## src/sv/otsu_pkg.sv

```systemverilog
// Shared types, constants and control structs for the tile Otsu threshold block
package otsu_pkg;
    localparam int MAX_TILE_PIXELS = 4096;
    localparam int CNT_W = $clog2(MAX_TILE_PIXELS + 1);
    localparam int NUM_BINS = 256;
    localparam int BIN_W = 8;
    localparam int CONTRAST_BAND = 20;
    localparam int CONTRAST_DIV = 4000;
    localparam int DIV_W = $clog2(CONTRAST_DIV);
    localparam int SUM_W = CNT_W + BIN_W;
    localparam int PROD_W = 2 * CNT_W + BIN_W;
    localparam int D2_W = 2 * PROD_W;
    localparam int Q_W = 2 * CNT_W;
    localparam int PART_W = PROD_W + Q_W;
    localparam int CMP_W = D2_W + Q_W;

    typedef struct packed {
        logic [7:0] pixel;
        logic       last;
    } in_item_t;

    typedef struct packed {
        logic [7:0] threshold;
        logic       low_contrast;
        logic       tile_overflow;
    } out_item_t;

    typedef struct packed {
        logic acc_pixel;
        logic clr_step;
        logic tot_step;
        logic sw_start;
        logic sw_step;
        logic sw_mul1;
        logic sw_mul2;
        logic sw_cmp;
        logic sw_cmp2;
        logic band_step;
        logic finish;
        logic [BIN_W-1:0] addr;
    } dp_cmd_t;

    typedef struct packed {
        logic sw_done;
        logic skip;
    } dp_stat_t;
endpackage

```

## src/sv/otsu_ctrl.sv

```systemverilog
// Sequencer for pixel accumulate, total pass, sweep, band count and clear
module otsu_ctrl (
    input  logic               clk,
    input  logic               rst_n,
    input  logic               in_valid,
    output logic               in_ready,
    input  otsu_pkg::in_item_t in_item,
    output logic               out_valid,
    input  logic               out_ready,
    input  otsu_pkg::dp_stat_t stat,
    output otsu_pkg::dp_cmd_t  cmd
);
    import otsu_pkg::*;

    typedef enum logic [10:0] {
        S_CLEAR = 11'b00000000001,
        S_IDLE  = 11'b00000000010,
        S_ACC   = 11'b00000000100,
        S_TOT   = 11'b00000001000,
        S_SWRD  = 11'b00000010000,
        S_M1    = 11'b00000100000,
        S_M2    = 11'b00001000000,
        S_CMP   = 11'b00010000000,
        S_CMP2  = 11'b00100000000,
        S_BAND  = 11'b01000000000,
        S_OUT   = 11'b10000000000
    } state_t;

    state_t state_reg, state_next;
    logic [BIN_W:0] idx_reg, idx_next;
    logic last_reg, last_next;
    logic [2:0] wait_reg, wait_next;
    logic ov_reg, ov_next;

    assign in_ready  = (state_reg == S_IDLE);
    assign out_valid = ov_reg;

    always_comb
    begin
        state_next = state_reg;
        idx_next   = idx_reg;
        last_next  = last_reg;
        wait_next  = wait_reg;
        ov_next    = ov_reg;
        cmd        = '0;
        cmd.addr   = idx_reg[BIN_W-1:0];
        if (ov_reg && out_ready)
            ov_next = 1'b0;
        unique case (state_reg)
            S_CLEAR:
            begin
                cmd.clr_step = 1'b1;
                idx_next = idx_reg + (BIN_W+1)'(1);
                if (idx_reg[BIN_W-1:0] == '1)
                begin
                    state_next = S_IDLE;
                    idx_next = '0;
                end
            end
            S_IDLE:
            begin
                cmd.addr = in_item.pixel;
                if (in_valid)
                begin
                    last_next  = in_item.last;
                    state_next = S_ACC;
                end
            end
            S_ACC:
            begin
                cmd.acc_pixel = 1'b1;
                cmd.addr = '0;
                idx_next = '0;
                state_next = last_reg ? S_TOT : S_IDLE;
            end
            S_TOT:
            begin
                // read addr idx, accumulate previous read
                cmd.addr = idx_reg[BIN_W-1:0];
                cmd.tot_step = (idx_reg != '0);
                idx_next = idx_reg + (BIN_W+1)'(1);
                if (idx_reg == (BIN_W+1)'(NUM_BINS))
                begin
                    cmd.sw_start = 1'b1;
                    cmd.addr = '0;
                    idx_next = (BIN_W+1)'(1);
                    wait_next = '0;
                    state_next = S_SWRD;
                end
            end
            S_SWRD:
            begin
                // data for idx-1 is on the read register
                if (wait_reg == 3'd0)
                begin
                    cmd.addr = idx_reg[BIN_W-1:0] - BIN_W'(1);
                    wait_next = 3'd1;
                end
                else if (stat.sw_done || idx_reg == (BIN_W+1)'(NUM_BINS+1))
                begin
                    cmd.sw_start = 1'b0;
                    idx_next = '0;
                    cmd.addr = '0;
                    state_next = S_BAND;
                end
                else
                begin
                    cmd.sw_step = 1'b1;
                    if (stat.skip || (stat.sw_done))
                    begin
                        idx_next = idx_reg + (BIN_W+1)'(1);
                        cmd.addr = idx_reg[BIN_W-1:0];
                        wait_next = 3'd0;
                    end
                    else
                        state_next = S_M1;
                end
            end
            S_M1:
            begin
                cmd.sw_mul1 = 1'b1;
                state_next = S_M2;
            end
            S_M2:
            begin
                cmd.sw_mul2 = 1'b1;
                state_next = S_CMP;
            end
            S_CMP:
            begin
                // with wf==0 both sides are zero, so the compare never wins
                cmd.sw_cmp = 1'b1;
                state_next = S_CMP2;
            end
            S_CMP2:
            begin
                cmd.sw_cmp2 = 1'b1;
                cmd.addr = idx_reg[BIN_W-1:0];
                idx_next = idx_reg + (BIN_W+1)'(1);
                wait_next = 3'd0;
                state_next = S_SWRD;
            end
            S_BAND:
            begin
                cmd.addr = idx_reg[BIN_W-1:0];
                cmd.band_step = (idx_reg != '0);
                idx_next = idx_reg + (BIN_W+1)'(1);
                if (idx_reg == (BIN_W+1)'(NUM_BINS))
                    state_next = S_OUT;
            end
            S_OUT:
            begin
                if (!ov_reg)
                begin
                    cmd.finish = 1'b1;
                    ov_next = 1'b1;
                    idx_next = '0;
                    state_next = S_CLEAR;
                end
            end
            default:
                state_next = S_CLEAR;
        endcase
    end

    always_ff @(posedge clk or negedge rst_n)
    begin
        if (!rst_n)
        begin
            state_reg <= S_CLEAR;
            idx_reg   <= '0;
            last_reg  <= 1'b0;
            wait_reg  <= '0;
            ov_reg    <= 1'b0;
        end
        else
        begin
            state_reg <= state_next;
            idx_reg   <= idx_next;
            last_reg  <= last_next;
            wait_reg  <= wait_next;
            ov_reg    <= ov_next;
        end
    end
endmodule

```

## config.mk

```make
export PLATFORM = sky130hd
export DESIGN_NAME = otsu_ctrl
export DESIGN_NICKNAME = d
export VERILOG_FILES = /design/src/sv/otsu_pkg.sv /design/src/sv/otsu_ctrl.sv
export SDC_FILE = /design/constraint.sdc
export NUM_CORES = 1
export LEC_CHECK = 0
export ABC_AREA = 1
export ABC_CLOCK_PERIOD_IN_PS = 2400
export BUFFER_PORTS_ARGS = -buffer_cell sky130_fd_sc_hd__buf_2
export CORE_ASPECT_RATIO = 0.9
export CORE_UTILIZATION = 40
export CTS_BUF_LIST = sky130_fd_sc_hd__clkbuf_2 sky130_fd_sc_hd__clkbuf_4 sky130_fd_sc_hd__clkbuf_8
export DETAILED_ROUTE_END_ITERATION = 6
export PLACE_DENSITY = 0.68
export SLEW_MARGIN = 20
export SYNTH_ARGS = -nofsm -noshare
export SYNTH_HDL_FRONTEND = slang
export SYNTH_SLANG_ARGS = --single-unit
```

## constraint.sdc

```tcl
create_clock -name clk -period 2.4 [get_ports clk]
set_input_delay 0.48 -clock clk [delete_from_list [all_inputs] [get_ports clk]]
set_output_delay 0.48 -clock clk [all_outputs]
set_load 0.01 [all_outputs]
```

==> flow_metrics.py, run 1 <==
metrics = {
    "run_status": {
        "outcome": "complete, but fails checks",
        "violations": "DRC",
    },
    "floorplanning": {
        "coreArea_um2": 5820,
        "die_x_um": 84.8,
        "std_cell_rows": 26,
        "die_h_um": 76.5,
        "boundaryPins": 36,
        "initial_core_util": 0.424,
        "die-area_um2": 6490,
    },
    "min_path": {
        "min_path_type": "in -> async",
    },
    "critical_path": {
        "rrSetupSlack_ns": 0.33,
        "critPathLaunchType": "flop",
        "endpoint_kind": "output port",
        "worstPathMaxFanout": 4,
        "r2r-start": "state_reg[1]",
        "path_cells": "ha_2 -> nand2_2 -> nor2_4 -> nand2_4 -> nand2_4 -> buf_4 -> nor2_4 -> nand2_1 -> o211ai_1 -> nand2_1 -> nand2_1 -> buf_2",
        "critical_path_buf_inv_count": 2,
        "crit_slowest_cell": "dfrtp_1",
        "crit_top_cell": "nand2_1",
        "path_delay_family": "simple AND/OR/NAND/NOR gates",
        "r2r-end": "idx_reg[2]",
        "cpPeakStageDelay_ns": 0.44,
        "critPathKind": "reg -> out",
        "reg2reg_depth": 12,
        "arrival_ns": 1.89,
        "worstPathRequired_ns": 1.92,
    },
    "cts": {
        "clkSinkCount": 23,
        "insertion_delay_ns": 0.28,
        "cts-root-buf": "clkbuf_8",
        "cts-buffers-inserted": 3,
        "cts.clk_slew.worst_paths_ns": 0.10,
        "cts_buffer_depth": 2,
        "htree_levels": 1,
        "cts_tree": "yes",
    },
    "synth": {
        "netlist.area_leader.share": 0.223,
        "yosysUniqueCellTypes": 37,
        "synth_largest_area_cell": "dfrtp_1",
        "ys_top_cells_by_area": "dfrtp_1 (22%), nand2_1 (20%), nor2_1 (10%)",
        "syn_nets": 431,
        "yosys_warnings": 0,
        "synth_seq_cells": 23,
        "synth_area_um2": 2470,
        "synth.avg_cell_area_um2": 6.01,
        "synth-seq-area-share": 0.234,
        "synthCells": 411,
    },
    "global_route": {
        "grt_pass1_wl_um": 12100,
        "grt_pass1_vias": 2540,
        "grt.total_usage": 0.238,
        "grt.overflow.total": 0,
        "grt_max_degree": 24,
        "grt_antenna_before_repair": 0,
    },
    "sta": {
        "final.setup_skew_ns": 0.0127,
        "layout_setup_ws_ns": 0.0305,
        "rsz0062_at_grt": "yes",
        "slew_viol_final": 0,
        "finalCritPeriodShare": 0.987,
        "fmax_mhz": 422,
        "fin_crit_ns": 2.37,
        "tightest_slew_ns": 0.621,
        "slew_headroom": 0.586,
        "finalHoldViolCount": 0,
        "final-setup-viol-count": 0,
        "hold_slack_ns": 0.170,
    },
    "cells_and_area": {
        "final_util": 0.537,
        "largest_reg_flops": 11,
        "syn_to_final_growth_pct": 26.6,
        "final_layout_size_suffix_gt1_frac": 0.303,
        "design_area_um2": 3120,
        "nets": 500,
        "n_antenna_cell": 0,
        "final_common_cell": "nand2_1",
        "layout_common_cells": "nand2_1 (129), nor2_1 (59), inv_1 (51)",
    },
    "job": {
        "drv_cap": 0,
    },
    "place": {
        "dp_worst_setup_slack_ns": 0.148,
        "postPlaceCellArea_um2": 2780,
        "dp.final_hpwl_um": 5500,
        "routabilityCongestion": 0.927,
        "portBuffers": 35,
    },
    "drt": {
        "firstDrtPassIters": 7,
        "wl_per_cell_um": 13.4,
        "dr_total_vias": 2784,
        "viasPerCell": 5.07,
        "wirelength_um": 7330,
        "drtAntennaViolNets": 0,
        "remaining_drc_errors": 3,
        "drtIter0Drc": 197,
    },
    "power": {
        "ir_drop_mv": 0.189,
        "powerDensity_nw_per_um2": 224,
        "p_leak_nw": 1.91,
    },
}
## Yosys cell counts, drive strengths merged
| cell | number |
|---|---|
| nor2 | 78 |
| nor4 | 1 |
| o21bai | 1 |
| nor3b | 1 |
| o211ai | 1 |
| a32oi | 1 |
| nand3 | 40 |
| nand4 | 6 |
| mux2i | 1 |
| nand2 | 149 |
| nor3 | 13 |
| a22oi | 1 |
| nand3b | 3 |
| inv | 63 |
| ha | 5 |
| mux2 | 1 |
| dfstp | 1 |
| dfrtp | 22 |
| buf | 5 |
| a21oi | 1 |
| o21ai | 14 |
| xor2 | 3 |
## routing by layer
layer  GRT usage  part of all wire  vias up
met2       0.371              0.45      116
li1            -                 -     1410
met5           0                 0        -
met3      0.0412             0.076       14
met1       0.328              0.45     1244
met4      0.0881             0.024        0
## report_power, final
group          leakage [nW]  internal, mW  switching (mW)
Sequential            0.299         0.388        0.000577
Combinational          1.59        0.0193          0.0246
Clock                0.0217         0.118           0.150
## layout make-up
| class | count | area, µm² |
|---|---|---|
| multi-input combinational | 320 | 1730 |
| timing repair buffer | 69 | 430 |
| tap | 70 | 87.6 |
| clock inverter | 1 | 7.51 |
| inverter | 63 | 249 |
| clock buffer | 3 | 41.3 |
| fill | 556 | 2700 |
| sequential | 23 | 579 |
## stage by stage
| stage | std cells | setup TNS (ns) | total power [mW] |
|---|---|---|---|
| after floorplan | 411 | 0 | 0.405 |
| after global placement | 523 | 0 | 0.428 |
| after detailed placement | 523 | 0 | 0.428 |
| after CTS | 536 | -0.00590 | 0.694 |
| after global routing | 549 | -0.585 | 0.729 |
| final | 549 | 0 | 0.700 |
## cells by family (layout without fill, tap and decap cells)
group | after synthesis | after routing | synth area share
and+or+nand+nor | 291 | 291 | 0.557
adders and majority gates | 5 | 5 | 0.0253
AOI/OAI and AO/OA | 19 | 19 | 0.0492
muxes | 2 | 2 | 0.00862
DFF | 23 | 23 | 0.234
buffers and inverters | 68 | 136 | 0.116
xor gates and xnor gates | 3 | 3 | 0.0106
## worst max-delay path by stage
stage / from / end / slack [ns] / cells past startpoint
2_1_floorplan: idx_reg[1] / cmd[7] / 0.41 / 11
3_5_place_dp: idx_reg[2] / cmd[5] / 0.15 / 11
3_3_place_gp: idx_reg[2] / cmd[5] / 0.13 / 11
6_report: idx_reg[0] / cmd[0] / 0.03 / 12
5_1_grt: idx_reg[0] / cmd[5] / -0.13 / 11
4_1_cts: idx_reg[1] / cmd[5] / -0.006 / 12
## what timing repair did
action,CTS,global route
buffers inserted,9,13
gates resized for setup,12,29
pin swaps,4,16
hold buffers,0,0
endpoints found under the setup margin,6,8
(Power assumes the default switching activity.)
==> run 2, diff against run 1 <==
RECOVER_POWER = 100   (was not set)
==> run 2 against run 1 <==
Net effect: the flow now finishes without violations; cell count did not move; wire length rose by 0.11%; sequential share of layout area rose by 0.090 points; power fell by 0.98%; fmax barely moved; largest cell class unchanged; highest routed layer unchanged.
==> flow_metrics.py, run 2 (synthesized netlist as in run 1, its figures left out) <==
metrics = {
    "global_route": {
        "grt_antenna_before_repair": 0,
        "grt_max_degree": 24,
        "grt_pass1_vias": 2540,
        "grt_pass1_wl_um": 12100,
        "grt.total_usage": 0.238,
        "grt.overflow.total": 0,
    },
    "critical_path": {
        "worstPathMaxFanout": 4,
        "reg2reg_depth": 12,
        "r2r-end": "idx_reg[2]",
        "r2r-start": "state_reg[3]",
        "rrSetupSlack_ns": 0.26,
        "crit_start": "idx_reg[0]",
        "endpoint": "cmd[0]",
        "arrival_ns": 1.89,
        "critPathLaunchType": "flop",
        "worstPathRequired_ns": 1.92,
        "endpoint_kind": "output port",
        "critPathKind": "reg -> out",
    },
    "power": {
        "p_sw_frac": 0.243,
        "pwr-share-comb": 0.062,
        "clkPwrFrac": 0.377,
        "intPower_uw": 525,
        "p_leak_nw": 1.90,
        "powerDensity_nw_per_um2": 223,
        "power_uw": 693,
        "ir_drop_mv": 0.185,
        "seqPwrFrac": 0.561,
        "p_switching_uw": 168,
    },
    "drt": {
        "viasPerCell": 5.09,
        "remaining_drc_errors": 0,
        "wirelength_um": 7340,
        "firstDrtPassIters": 7,
        "drtIter0Drc": 216,
        "dr_total_vias": 2795,
        "drtAntennaViolNets": 0,
        "wl_per_cell_um": 13.4,
    },
    "floorplanning": {
        "std_cell_rows": 26,
        "boundaryPins": 36,
        "coreArea_um2": 5820,
        "initial_core_util": 0.424,
        "die_h_um": 76.5,
        "die_x_um": 84.8,
        "die-area_um2": 6490,
    },
    "sta": {
        "fmax_mhz": 422,
        "slew_headroom": 0.136,
        "finalCritPeriodShare": 0.987,
        "slew_viol_final": 0,
        "layout_setup_ws_ns": 0.0310,
        "fin_crit_ns": 2.37,
        "rsz0062_at_grt": "yes",
        "final-setup-viol-count": 0,
        "finalHoldViolCount": 0,
        "tightest_slew_ns": 1.30,
        "fin_tns_setup_ns": 0,
        "final.setup_skew_ns": 0.0143,
    },
    "min_path": {
        "min_path_type": "in -> reg",
        "hold_path.startpoint": "out_ready",
    },
    "cts": {
        "cts.clk_slew.worst_paths_ns": 0.10,
        "cts-buffers-inserted": 3,
        "insertion_delay_ns": 0.28,
        "hold_buffers": 0,
        "cts_buffer_depth": 2,
        "cts_tree": "yes",
        "cts-root-buf": "clkbuf_8",
        "htree_levels": 1,
        "clkSinkCount": 23,
    },
    "place": {
        "routabilityCongestion": 0.927,
        "dp.final_hpwl_um": 5500,
        "portBuffers": 35,
        "dp_worst_setup_slack_ns": 0.148,
    },
    "cells_and_area": {
        "largest_reg_flops": 11,
        "layout_common_cells": "nand2_1 (130), nor2_1 (61), inv_1 (52)",
        "nets": 500,
        "n_antenna_cell": 0,
        "final_layout_size_suffix_gt1_frac": 0.290,
        "syn_to_final_growth_pct": 26.0,
        "final_common_cell": "nand2_1",
        "final_util": 0.534,
    },
    "run_status": {
        "outcome": "complete, no violations",
    },
    "job": {
        "drv_cap": 0,
    },
}
==> run 2: changes by cell type in the layout (fill, tap and decap cells not counted) <==
cell	before	now
nand2_2	14	13
buf_2	35	33
nor2_2	8	7
nand2_1	129	130
inv_1	51	52
nor2_1	59	61
inv_2	9	8
clkbuf_1	0	2
nor2_4	11	10
==> run 2: area by class of cell <==
class                           instances  area, µm²
Timing Repair Buffer                   69        428
Multi-Input combinational cell        320       1720
Clock buffer                            3       41.3
Fill cell                             560       2710
Tap cell                               70       87.6
Inverter                               63        249
Clock inverter                          1       7.51
Sequential cell                        23        579
==> run 2: power groups by stage <==
stage | clock network [mW] | registers [mW] | logic (mW)
6_report | 0.261 | 0.389 | 0.0432
5_1_grt | 0.292 | 0.389 | 0.0484
4_1_cts | 0.269 | 0.389 | 0.0358
3_5_place_dp | 0 | 0.396 | 0.0318
3_3_place_gp | 0 | 0.396 | 0.0317
2_1_floorplan | 0 | 0.396 | 0.00889
==> run 2: worst min path at each step <==
stage | endpoint | slack, ns | cells after the start
after floorplan | idx_reg[0] | 0.18 | 0
after global routing | out_valid | 0.40 | 2
final | out_valid | 0.39 | 2
after global placement | last_reg | 0.51 | 1
after detailed placement | state_reg[2] | 0.51 | 1
after CTS | state_reg[2] | 0.19 | 1
==> run 2: metal layers <==
metal | part of all wire | vias up | global-route usage
met4 | 0.024 | 0 | 0.0881
met5 | 0 | - | 0
met3 | 0.064 | 14 | 0.0412
met1 | 0.46 | 1262 | 0.328
li1 | - | 1413 | -
met2 | 0.45 | 106 | 0.371
==> run 2: repair_timing <==
| item | 4_1_cts | 5_1_grt |
|---|---|---|
| gates resized for setup | 12 | 29 |
| setup endpoints to repair | 6 | 8 |
| setup buffers | 9 | 13 |
| pin swaps | 4 | 16 |
==> run 2: stage by stage <==
step | instances | instance area, µm² | hold WS (ns)
6_report | 549 | 3110 | 0.387
5_1_grt | 549 | 3110 | 0.403
4_1_cts | 536 | 2940 | 0.194
3_5_place_dp | 523 | 2780 | 0.505
3_3_place_gp | 523 | 2780 | 0.505
2_1_floorplan | 411 | 2470 | 0.184
==> run 2: worst max-delay path: stages (launching register included) <==
cell and delay, ns:
dfrtp_1 0.43, ha_2 0.20, nand2_2 0.06, nor2_4 0.10
nand2_4 0.07, nand2_4 0.10, buf_4 0.15, nor2_4 0.03
nand2_1 0.08, o211ai_1 0.12, nand2_1 0.09, nand2_1 0.04
buf_2 0.13
